## config.mk

```make
export PLATFORM = sky130hd
export DESIGN_NAME = dshot_four_channel_encoder_core
export DESIGN_NICKNAME = d
export VERILOG_FILES = /design/src/rtl/core/dshot4_pkg.sv /design/src/rtl/core/dshot_four_channel_encoder_core.sv /design/src/rtl/core/dshot4_lane.sv /design/src/rtl/core/dshot4_slot_merge.sv
export SDC_FILE = /design/constraint.sdc
export NUM_CORES = 1
export LEC_CHECK = 0
export ABC_AREA = 1
export BUFFER_PORTS_ARGS = -buffer_cell sky130_fd_sc_hd__buf_2
export CORE_MARGIN = 1
export CORE_UTILIZATION = 50
export CTS_CLUSTER_DIAMETER = 50
export CTS_CLUSTER_SIZE = 40
export DETAILED_ROUTE_END_ITERATION = 10
export PLACE_DENSITY = 0.76
export SLEW_MARGIN = 0
export SYNTH_ARGS = -nofsm -noshare
export SYNTH_HDL_FRONTEND = slang
export SYNTH_SLANG_ARGS = --single-unit
```

## constraint.sdc

```tcl
create_clock -name clock -period 3.34 [get_ports clock]
set_input_delay 0.501 -clock clock [delete_from_list [all_inputs] [get_ports clock]]
set_output_delay 0.501 -clock clock [all_outputs]
set_load 0.02 [all_outputs]
```

## src/rtl/core/dshot4_pkg.sv

```systemverilog
`timescale 1ns / 1ps
`default_nettype none

package dshot4_pkg;

   localparam int NUM_LANES   = 4;
   localparam int FRAME_BITS  = 16;
   localparam int PW_BITS     = 10;
   localparam int SLOT_BITS   = 5;
   localparam int CSR_IDX_W   = 2;

   // throttle limits
   localparam logic [10:0] THR_MIN = 11'd48;
   localparam logic [10:0] THR_MAX = 11'd2047;

   // checksum keeps one nibble
   localparam logic [3:0] CSUM_MASK = 4'hF;

   // trailing all-zero slot index
   localparam logic [SLOT_BITS-1:0] SLOT_LAST = 5'd16;

   // register reset values
   localparam logic [PW_BITS-1:0] ONE_PW_RESET  = 10'd400;
   localparam logic [PW_BITS-1:0] ZERO_PW_RESET = 10'd200;

   // register indexes
   localparam logic [CSR_IDX_W-1:0] CSR_ONE_PW  = 2'd0;
   localparam logic [CSR_IDX_W-1:0] CSR_ZERO_PW = 2'd1;

   typedef logic [FRAME_BITS-1:0] frame_type;
   typedef logic [PW_BITS-1:0]    pwidth_type;

   // pulse widths handed to the slot stage
   typedef struct packed {
      pwidth_type one_pw;
      pwidth_type zero_pw;
   } pulse_cfg_type;

endpackage

`default_nettype wire

```

## src/rtl/core/dshot_four_channel_encoder_core.sv

```systemverilog
`timescale 1ns / 1ps
`default_nettype none

// An input loads the slot stage; its 17 slots go to the output register one
// slot per cycle while the output is not stalled. The next input is accepted
// in the cycle the trailing slot leaves the counter.
// Reset (synchronous, active high) empties the slot stage and output register
// and sets the pulse widths to 400 (one) and 200 (zero).
module dshot_four_channel_encoder_core (
   input  wire logic                  clock,
   input  wire logic                  reset,
   input  wire logic                  req_valid,
   output logic                       req_stall,
   input  wire logic                  req_armed,
   input  wire logic signed [15:0]    req_throttle_a,
   input  wire logic signed [15:0]    req_throttle_b,
   input  wire logic signed [15:0]    req_throttle_c,
   input  wire logic signed [15:0]    req_throttle_d,
   output logic                       rsp_valid,
   input  wire logic                  rsp_stall,
   output logic [9:0]                 rsp_width_a,
   output logic [9:0]                 rsp_width_b,
   output logic [9:0]                 rsp_width_c,
   output logic [9:0]                 rsp_width_d,
   output logic                       rsp_last_slot,
   input  wire logic                  csr_wr_en,
   input  wire logic [1:0]            csr_index,
   input  wire logic [9:0]            csr_wdata
);

   dshot4_pkg::pulse_cfg_type  cfg_ff, cfg_in;
   dshot4_pkg::frame_type      frames [dshot4_pkg::NUM_LANES];
   dshot4_pkg::pwidth_type     widths [dshot4_pkg::NUM_LANES];
   logic signed [15:0]         throttles [dshot4_pkg::NUM_LANES];
   logic                       load;

   // register write decode
   always_comb begin
      cfg_in = cfg_ff;
      if (csr_wr_en) begin
         unique case (csr_index)
            dshot4_pkg::CSR_ONE_PW:  cfg_in.one_pw  = csr_wdata;
            dshot4_pkg::CSR_ZERO_PW: cfg_in.zero_pw = csr_wdata;
            default:                 cfg_in = cfg_ff;
         endcase
      end
   end

   always_ff @(posedge clock) begin
      if (reset) begin
         cfg_ff.one_pw  <= dshot4_pkg::ONE_PW_RESET;
         cfg_ff.zero_pw <= dshot4_pkg::ZERO_PW_RESET;
      end else begin
         cfg_ff <= cfg_in;
      end
   end

   assign throttles[0] = req_throttle_a;
   assign throttles[1] = req_throttle_b;
   assign throttles[2] = req_throttle_c;
   assign throttles[3] = req_throttle_d;

   // one encoder per channel
   for (genvar g = 0; g < dshot4_pkg::NUM_LANES; g++) begin : g_lane
      dshot4_lane u_lane (
         .armed    (req_armed),
         .throttle (throttles[g]),
         .frame    (frames[g])
      );
   end

   assign load = req_valid && !req_stall;

   dshot4_slot_merge u_merge (
      .clock      (clock),
      .reset      (reset),
      .load       (load),
      .frames     (frames),
      .pulse_cfg  (cfg_ff),
      .busy_stall (req_stall),
      .rsp_valid  (rsp_valid),
      .rsp_stall  (rsp_stall),
      .widths     (widths),
      .last_slot  (rsp_last_slot)
   );

   assign rsp_width_a = widths[0];
   assign rsp_width_b = widths[1];
   assign rsp_width_c = widths[2];
   assign rsp_width_d = widths[3];

endmodule

`default_nettype wire

```

## src/rtl/core/dshot4_lane.sv

```systemverilog
`timescale 1ns / 1ps
`default_nettype none

// One channel: clamp the throttle and build the 16-bit frame with checksum
module dshot4_lane (
   input  wire logic                armed,
   input  wire logic signed [15:0]  throttle,
   output dshot4_pkg::frame_type    frame
);

   logic [10:0] value;
   logic [11:0] word;
   logic [3:0]  csum;

   // saturate to 48..2047, zero when disarmed
   always_comb begin
      if (throttle[15]) begin
         value = dshot4_pkg::THR_MIN;
      end else if (throttle[14:11] != 4'd0) begin
         value = dshot4_pkg::THR_MAX;
      end else if (throttle[10:0] < dshot4_pkg::THR_MIN) begin
         value = dshot4_pkg::THR_MIN;
      end else begin
         value = throttle[10:0];
      end
      if (!armed) begin
         value = 11'd0;
      end
   end

   // telemetry bit is always zero
   assign word  = {value, 1'b0};
   assign csum  = (word[3:0] ^ word[7:4] ^ word[11:8]) & dshot4_pkg::CSUM_MASK;
   assign frame = {word, csum};

endmodule

`default_nettype wire

```

## src/rtl/core/dshot4_slot_merge.sv

```systemverilog
`timescale 1ns / 1ps
`default_nettype none

// Holds the four lane frames, walks the bit slots MSB first and merges the
// lane bits into one registered request of four pulse widths.
module dshot4_slot_merge (
   input  wire logic                       clock,
   input  wire logic                       reset,
   input  wire logic                       load,
   input  wire dshot4_pkg::frame_type      frames [dshot4_pkg::NUM_LANES],
   input  wire dshot4_pkg::pulse_cfg_type  pulse_cfg,
   output logic                            busy_stall,
   output logic                            rsp_valid,
   input  wire logic                       rsp_stall,
   output dshot4_pkg::pwidth_type          widths [dshot4_pkg::NUM_LANES],
   output logic                            last_slot
);

   dshot4_pkg::frame_type          frame_ff [dshot4_pkg::NUM_LANES];
   dshot4_pkg::frame_type          frame_in [dshot4_pkg::NUM_LANES];
   logic [dshot4_pkg::SLOT_BITS-1:0] slot_ff, slot_in;
   logic                           active_ff, active_in;
   logic                           valid_ff, valid_in;
   dshot4_pkg::pwidth_type         width_ff [dshot4_pkg::NUM_LANES];
   dshot4_pkg::pwidth_type         width_in [dshot4_pkg::NUM_LANES];
   logic                           last_ff, last_in;
   logic                           advance;
   logic                           at_last;

   // a slot moves out when the output register is free or being drained
   assign advance    = active_ff && (!valid_ff || !rsp_stall);
   assign at_last    = (slot_ff == dshot4_pkg::SLOT_LAST);
   assign busy_stall = active_ff && !(advance && at_last);

   // slot sequencing and frame shifting
   always_comb begin
      slot_in   = slot_ff;
      active_in = active_ff;
      for (int i = 0; i < dshot4_pkg::NUM_LANES; i++) begin
         frame_in[i] = frame_ff[i];
      end
      if (advance) begin
         if (at_last) begin
            active_in = 1'b0;
         end else begin
            slot_in = slot_ff + 5'd1;
            for (int i = 0; i < dshot4_pkg::NUM_LANES; i++) begin
               frame_in[i] = {frame_ff[i][dshot4_pkg::FRAME_BITS-2:0], 1'b0};
            end
         end
      end
      if (load) begin
         active_in = 1'b1;
         slot_in   = '0;
         for (int i = 0; i < dshot4_pkg::NUM_LANES; i++) begin
            frame_in[i] = frames[i];
         end
      end
   end

   // merge lane bits into the output request
   always_comb begin
      valid_in = valid_ff;
      last_in  = last_ff;
      for (int i = 0; i < dshot4_pkg::NUM_LANES; i++) begin
         width_in[i] = width_ff[i];
      end
      if (advance) begin
         valid_in = 1'b1;
         last_in  = at_last;
         for (int i = 0; i < dshot4_pkg::NUM_LANES; i++) begin
            if (at_last) begin
               width_in[i] = '0;
            end else if (frame_ff[i][dshot4_pkg::FRAME_BITS-1]) begin
               width_in[i] = pulse_cfg.one_pw;
            end else begin
               width_in[i] = pulse_cfg.zero_pw;
            end
         end
      end else if (valid_ff && !rsp_stall) begin
         valid_in = 1'b0;
      end
   end

   // control registers
   always_ff @(posedge clock) begin
      if (reset) begin
         active_ff <= 1'b0;
         valid_ff  <= 1'b0;
         slot_ff   <= '0;
      end else begin
         active_ff <= active_in;
         valid_ff  <= valid_in;
         slot_ff   <= slot_in;
      end
   end

   // payload registers
   always_ff @(posedge clock) begin
      last_ff <= last_in;
      for (int i = 0; i < dshot4_pkg::NUM_LANES; i++) begin
         frame_ff[i] <= frame_in[i];
         width_ff[i] <= width_in[i];
      end
   end

   assign rsp_valid = valid_ff;
   assign last_slot = last_ff;
   assign widths    = width_ff;

endmodule

`default_nettype wire

```

; After elaboration in Yosys (flattened, before gate mapping)
; Memory sizes are Yosys's and may differ from the RTL's.
; Index checks and enable logic that the tools add are counted.
[word_totals]
register_bits = 68
latchBits = 0
ram_bits = 64
rom_bits = 0
input_bits = 82
out_inout_bits = 43
wordCells = 78
n_memories = 1
[memory_table]
columns = memory, depth, word_bits, rd, rd_ports_with_merged_regs, wr, line_no
row1 = u_merge.frame_ff, 4, 16, 4, 0, 4, dshot4_slot_merge.sv:19  ; dshot4_pkg::frame_type frame_ff [dshot4_pkg::NUM_LANES];
[op_classes]
addsub = 1
mul = 0
div_mod_pow = 0
n_lt_le_gt_ge = 4
eq_ne = 2
shifts = 0
mux = 28
n_bitwise = 9
n_reduce_logical = 23
[op_table]
columns = operator, count
row1 = 64-bit two-way mux, 3
row2 = 11-bit two-way mux, 16
row3 = "11-bit by 6-bit less-than comparator with 1-bit output, second input constant", 4
row4 = 10-bit two-way mux, 4
row5 = 4-bit bitwise XOR, 8
row6 = 4-bit nonzero test, 4
row7 = 2-bit AND reduction, 4
row8 = 2-bit nonzero test, 3
row9 = "5-bit by 1-bit adder with 5-bit output, second input constant", 1
row10 = "5-bit equality test, second input constant", 1
row11 = 1-bit logical AND, 5
row12 = 1-bit two-way mux, 5
row13 = 1-bit zero test, 4
row14 = "2-bit by 1-bit equality test with 1-bit output, second input constant", 1
row15 = 2-bit zero test, 1
row16 = 2-bit OR reduction, 1
row17 = 1-bit logical OR, 1
row18 = 1-bit inverter, 1

; Longest topological paths before layout
[depth]
word_depth = 10
ltp_mapped = 11
ltp_nobuf = 11

; Hierarchy
; A second synthesis with hierarchy kept.
[unflattened]
hier_cells = 982
area_unflattened_um2 = 7467.2
[modules_own_cells]
columns = mod, instances, cells_each, area_per_inst_um2, seq_area_each_um2
row1 = dshot4_slot_merge, 1, 549, 5066.1, 3293.2
row2 = dshot4_lane, 4, 78, 386.6, 0.0
row3 = dshot_four_channel_encoder_core, 1, 121, 854.6, 400.4

; Worst setup path before layout
; No wires, ideal clock.
[synth_path]
kind = input -> register
startpoint = input port rsp_stall
endpoint = memory u_merge.frame_ff[0][0] (netlist bit), enable pin
setup_ns = 0.414
arrival_time_ns = 3.235
required_time_ns = 2.926
path_slack_ns = -0.309
stages = 7
n_path_buf = 0
cell_sequence = nand2_1 nand2_1 inv_1 nand2_1 inv_2 nor2_1 inv_1
[synth_rtl]
columns = element, line_no
row1 = start: declaration, dshot_four_channel_encoder_core.sv:20  ; input wire logic rsp_stall,
row2 = end: declaration, dshot4_slot_merge.sv:19

==> summary.md <==
| Metric | Value |
|---|---|
| Worst Clk Skew | `~0.008 ns` |
| Least-Margin Pin Slew | `0.6825 ns` |
| Sum of internal, switching and leakage power | `4.411 mW` |
| Clock buffers created by TritonCTS | `17` |
| First-pass GRT wire length | `23.23 mm` |
| Post-synth top area share | `0.4533` |
| Setup repair after global routing missed its margin | `false` |
| Net Sw Power | `1.151 mW` |
| Routability cong. | `0.8079` |
| Logic gate share of total power | `0.118` |
| Basic-gate share of the synthesized area counting and, or, nand and nor cells | `0.2534` |
| Largest family of logic cells by synthesized area | `simple AND/OR/NAND/NOR gates` |
| Vertical extent of the die | `117.7 um` |
| Post-CTS repair timing setup buffer count | `0` |
| WS Path Type | `flip-flop to flip-flop` |
| Critical Path RT | `3.45 ns` |
| Endpoint of the most critical register-to-register path | `u_merge.frame_ff[1][9]` |
| Summed area of non-filler cells in the final layout | `8054 um2` |
| Number of warnings reported in the yosys synthesis log | `0` |
| Switch share | `0.2610` |
| Total number of placement rows | `41` |
| Avg WL per Cell | `12.11 um` |
| Insertion delay to the later sink of the worst-skew pair | `0.42 ns` |
| Buffers added on ports | `124` |
| Average size of a mapped cell | `7.993 um2` |
| Most used DFF post-synth | `edfxtp_1` |
| Leakage power of the design | `a little under 4 nW` |
| Die footprint | `13,850 um2` |
| Critical R2R Launch | `u_merge.slot_ff[0]` |
| Critical Path End Type | `flip-flop` |
| CTS max path bufs | `2` |
| Cell-internal power | `between 3 and 4 mW` |
| Core region area | `12,820 um2` |
| Max Freq | `a little under 0.5 GHz` |
| Sequential share of power | `0.464` |
| Post-synthesis instance area | `6690 um2` |
| Starting density of the core | `0.5217` |
| Final wirelength | `13.85 mm` |
| Width of the die | `117.7 um` |
| EDFF count, synth | `101` |
| Largest net degree at the start of global routing | `63` |
| Final WS setup | `1.271 ns` |
| Placed cell areas | `7461 um2` |
| Cts hold-fix bufs | `0` |
| Number of optimization iterations in the first detailed-route pass | `5` |
| Area fraction in compound gates after synthesis | `0.1081` |
| Status | `finished clean` |
| Fin. max-slew vios | `0` |
| I/O Pins | `125` |
| Post-route antenna net violation count | `0` |
| Number of cells on the worst reg-to-reg path | `9` |
| Clock edge transition at the registers on the reported setup and hold paths | `0.06 ns` |
| PostCTS Resize Cnt | `0` |
| Pwr dens | `roughly 550 nW/um2` |
| Category of the worst setup path launch point | `flip-flop` |
| HPWL reported at the end of detailed placement | `9.556 mm` |
| Number of H-tree levels | `4` |
| Relative contribution of the clock network to total power | `0.419` |
| Hold Crit Endpoint | `u_merge.rsp_valid` |
| Via-to-Cell Ratio | `4.945` |
| 1st-iter DRT viols | `489` |
| # setup viols final | `0` |
| Vias in the first global route | `5,157` |
| Root Buffer | `clkbuf_16` |
| Max-slew headroom at the worst pin | `0.5450` |
| Largest voltage drop on the vdd net | `0.3780 mV` |
| Mapped Cells | `837` |
| Max-Cap Viols | `0` |
| Cells on Worst Hold Path | `2` |
| Register-to-register path setup slack | `1.27 ns` |
| Min-delay src | `reset` |
| Nets | `1,042` |
| Fraction of final layout cells with drive strength greater than 1 | `0.1895` |
| Register area share after synthesis | `0.5461` |
| Area share of fa/ha/maj cells after synthesis | `0.003740` |
| Largest fanout of any net on the critical path | `39` |
| Shortest period the worst path allows | `2.069 ns` |
| Dominant cells by area after synthesis | `edfxtp_1 45%, nand2_1 16%, dfxtp_1 9.3%` |
| Post-place setup slack | `1.080 ns` |
| Leading cell type in the layout, fill and taps excluded | `nand2_1` |
| Antenna diode count | `0` |
| Total number of clock tree sinks | `between 100 and 150` |
| Area grow syn2layout | `20.39%` |
| Synthesized-area fraction occupied by xor and xnor cells | `0.002618` |
| TritonCTS clock tree | `done` |
| Number of distinct standard cells referenced by the synthesized netlist | `31` |
| Multiplexer share of the synthesized area | `0` |
| Antenna violations before repair | `0` |
| Filler instances | `between 1,000 and 1,500` |
| Total count of hold-check failures in the final report | `0` |
| Number of vias in the routed layout | `~5,700` |
| Seq cells post-synth | `between 100 and 150` |
| Commonest non-fill, non-tap cells in the layout | `288 x nand2_1, 124 x buf_2, 115 x inv_1, 101 x edfxtp_1, 92 x o21ai_0` |
| Arr. time, crit path | `2.18 ns` |
| Fraction of synthesis flops using an asynchronous set or reset pin | `0` |
| Total Neg Setup Slack | `0 ns` |
| Aggregate global routing overflow | `0` |
| # DRC | `0` |
| Net count after synthesis | `921` |
| Post-route fraction of the period consumed by the critical path | `0.6194` |
| Area leader, netlist | `edfxtp_1` |
| Worst hold-check path type | `input port to flip-flop` |
| Gr usage total | `0.2100` |
-- registers in the layout, indices dropped and copies added (netlist names) --
| register | flops |
|---|---|
| u_merge.frame_ff | 64 |
| u_merge.widths | 40 |
| cfg_ff | 20 |
| u_merge.slot_ff | 5 |
| u_merge.active_ff | 1 |
| u_merge.last_slot | 1 |
| u_merge.rsp_valid | 1 |
-- routing by layer --
| layer | GRT usage | up-vias | share of wire |
|---|---|---|---|
| met3 | 0.04748 | 14 | 0.055 |
| met1 | 0.2561 | 2494 | 0.44 |
| met2 | 0.3647 | 198 | 0.49 |
| met5 | 0 | - | 0 |
| met4 | 0.07212 | 0 | 0.013 |
| li1 | - | 2946 | - |
-- cells in the mapped netlist, types with 2 or more instances --
cell	instances
a21oi_1	21
a22oi_1	5
buf_2	3
clkbuf_1	24
dfxtp_1	31
edfxtp_1	101
ha_1	2
inv_1	116
inv_2	2
nand2_1	288
nand2_2	2
nand3_1	59
nor2_1	52
nor2_2	4
o211ai_1	3
o21ai_0	92
o21ai_1	4
o21bai_1	8
or2_2	7
xor2_1	2
-- worst max path at each step --
stage,from,to,depth (start not counted)
after floorplan,rsp_stall,u_merge.frame_ff[0][0],7
after global placement,rsp_stall,u_merge.frame_ff[1][8],9
after detailed placement,req_armed,u_merge.frame_ff[3][0],6
after CTS,u_merge.slot_ff[0],u_merge.frame_ff[1][13],9
after global routing,u_merge.slot_ff[0],u_merge.frame_ff[1][1],8
final,u_merge.slot_ff[0],u_merge.frame_ff[1][9],9
-- cell type report --
class | instances | area, um2 | share of cell area
Sequential cell | 132 | 3654 | 0.4536
Multi-Input combinational cell | 556 | 2461 | 0.3056
Timing Repair Buffer | 132 | 680.7 | 0.08451
Inverter | 119 | 450.4 | 0.05593
Clock buffer | 18 | 429.2 | 0.05329
Tap cell | 172 | 215.2 | 0.02672
Clock inverter | 14 | 163.9 | 0.02035
-- power by group through the flow --
stage	Combinational [mW]	Sequential, mW	Clock, mW
floorplan	0.323	2.09	0
global placement	0.507	2.07	0
detailed placement	0.517	2.08	0
CTS	0.520	2.05	1.87
global route	0.591	2.06	1.95
finish	0.519	2.04	1.85
-- stage by stage --
| stage | util | hold slack, ns | instances |
|---|---|---|---|
| floorplan | - | 0.4340 | 837 |
| global placement | 0.5818 | 0.4435 | 1111 |
| detailed placement | 0.5818 | 0.4508 | 1111 |
| CTS | 0.6280 | 0.2639 | 1143 |
| global route | 0.6280 | 0.2651 | 1143 |
| finish | 0.6280 | 0.2787 | 1143 |
-- critical path, cell delays in order (launching register included) --
cell        delay [ns]
dfxtp_1           0.37
inv_1             0.07
ha_1              0.20
nand3_2           0.09
o21ai_2           0.08
nand2_2           0.08
inv_2             0.04
nor2_1            0.34
clkinvlp_4        0.17
buf_4             0.30
-- cell families (layout without fill, tap and decap cells) --
group / count (synthesis) / count (layout)
simple gates: 417 / 417
flops: 132 / 132
buf+inv: 149 / 283
fa+ha+maj: 2 / 2
compound gates: 135 / 135
xor+xnor: 2 / 2
Power figures use the tool's default switching activity.
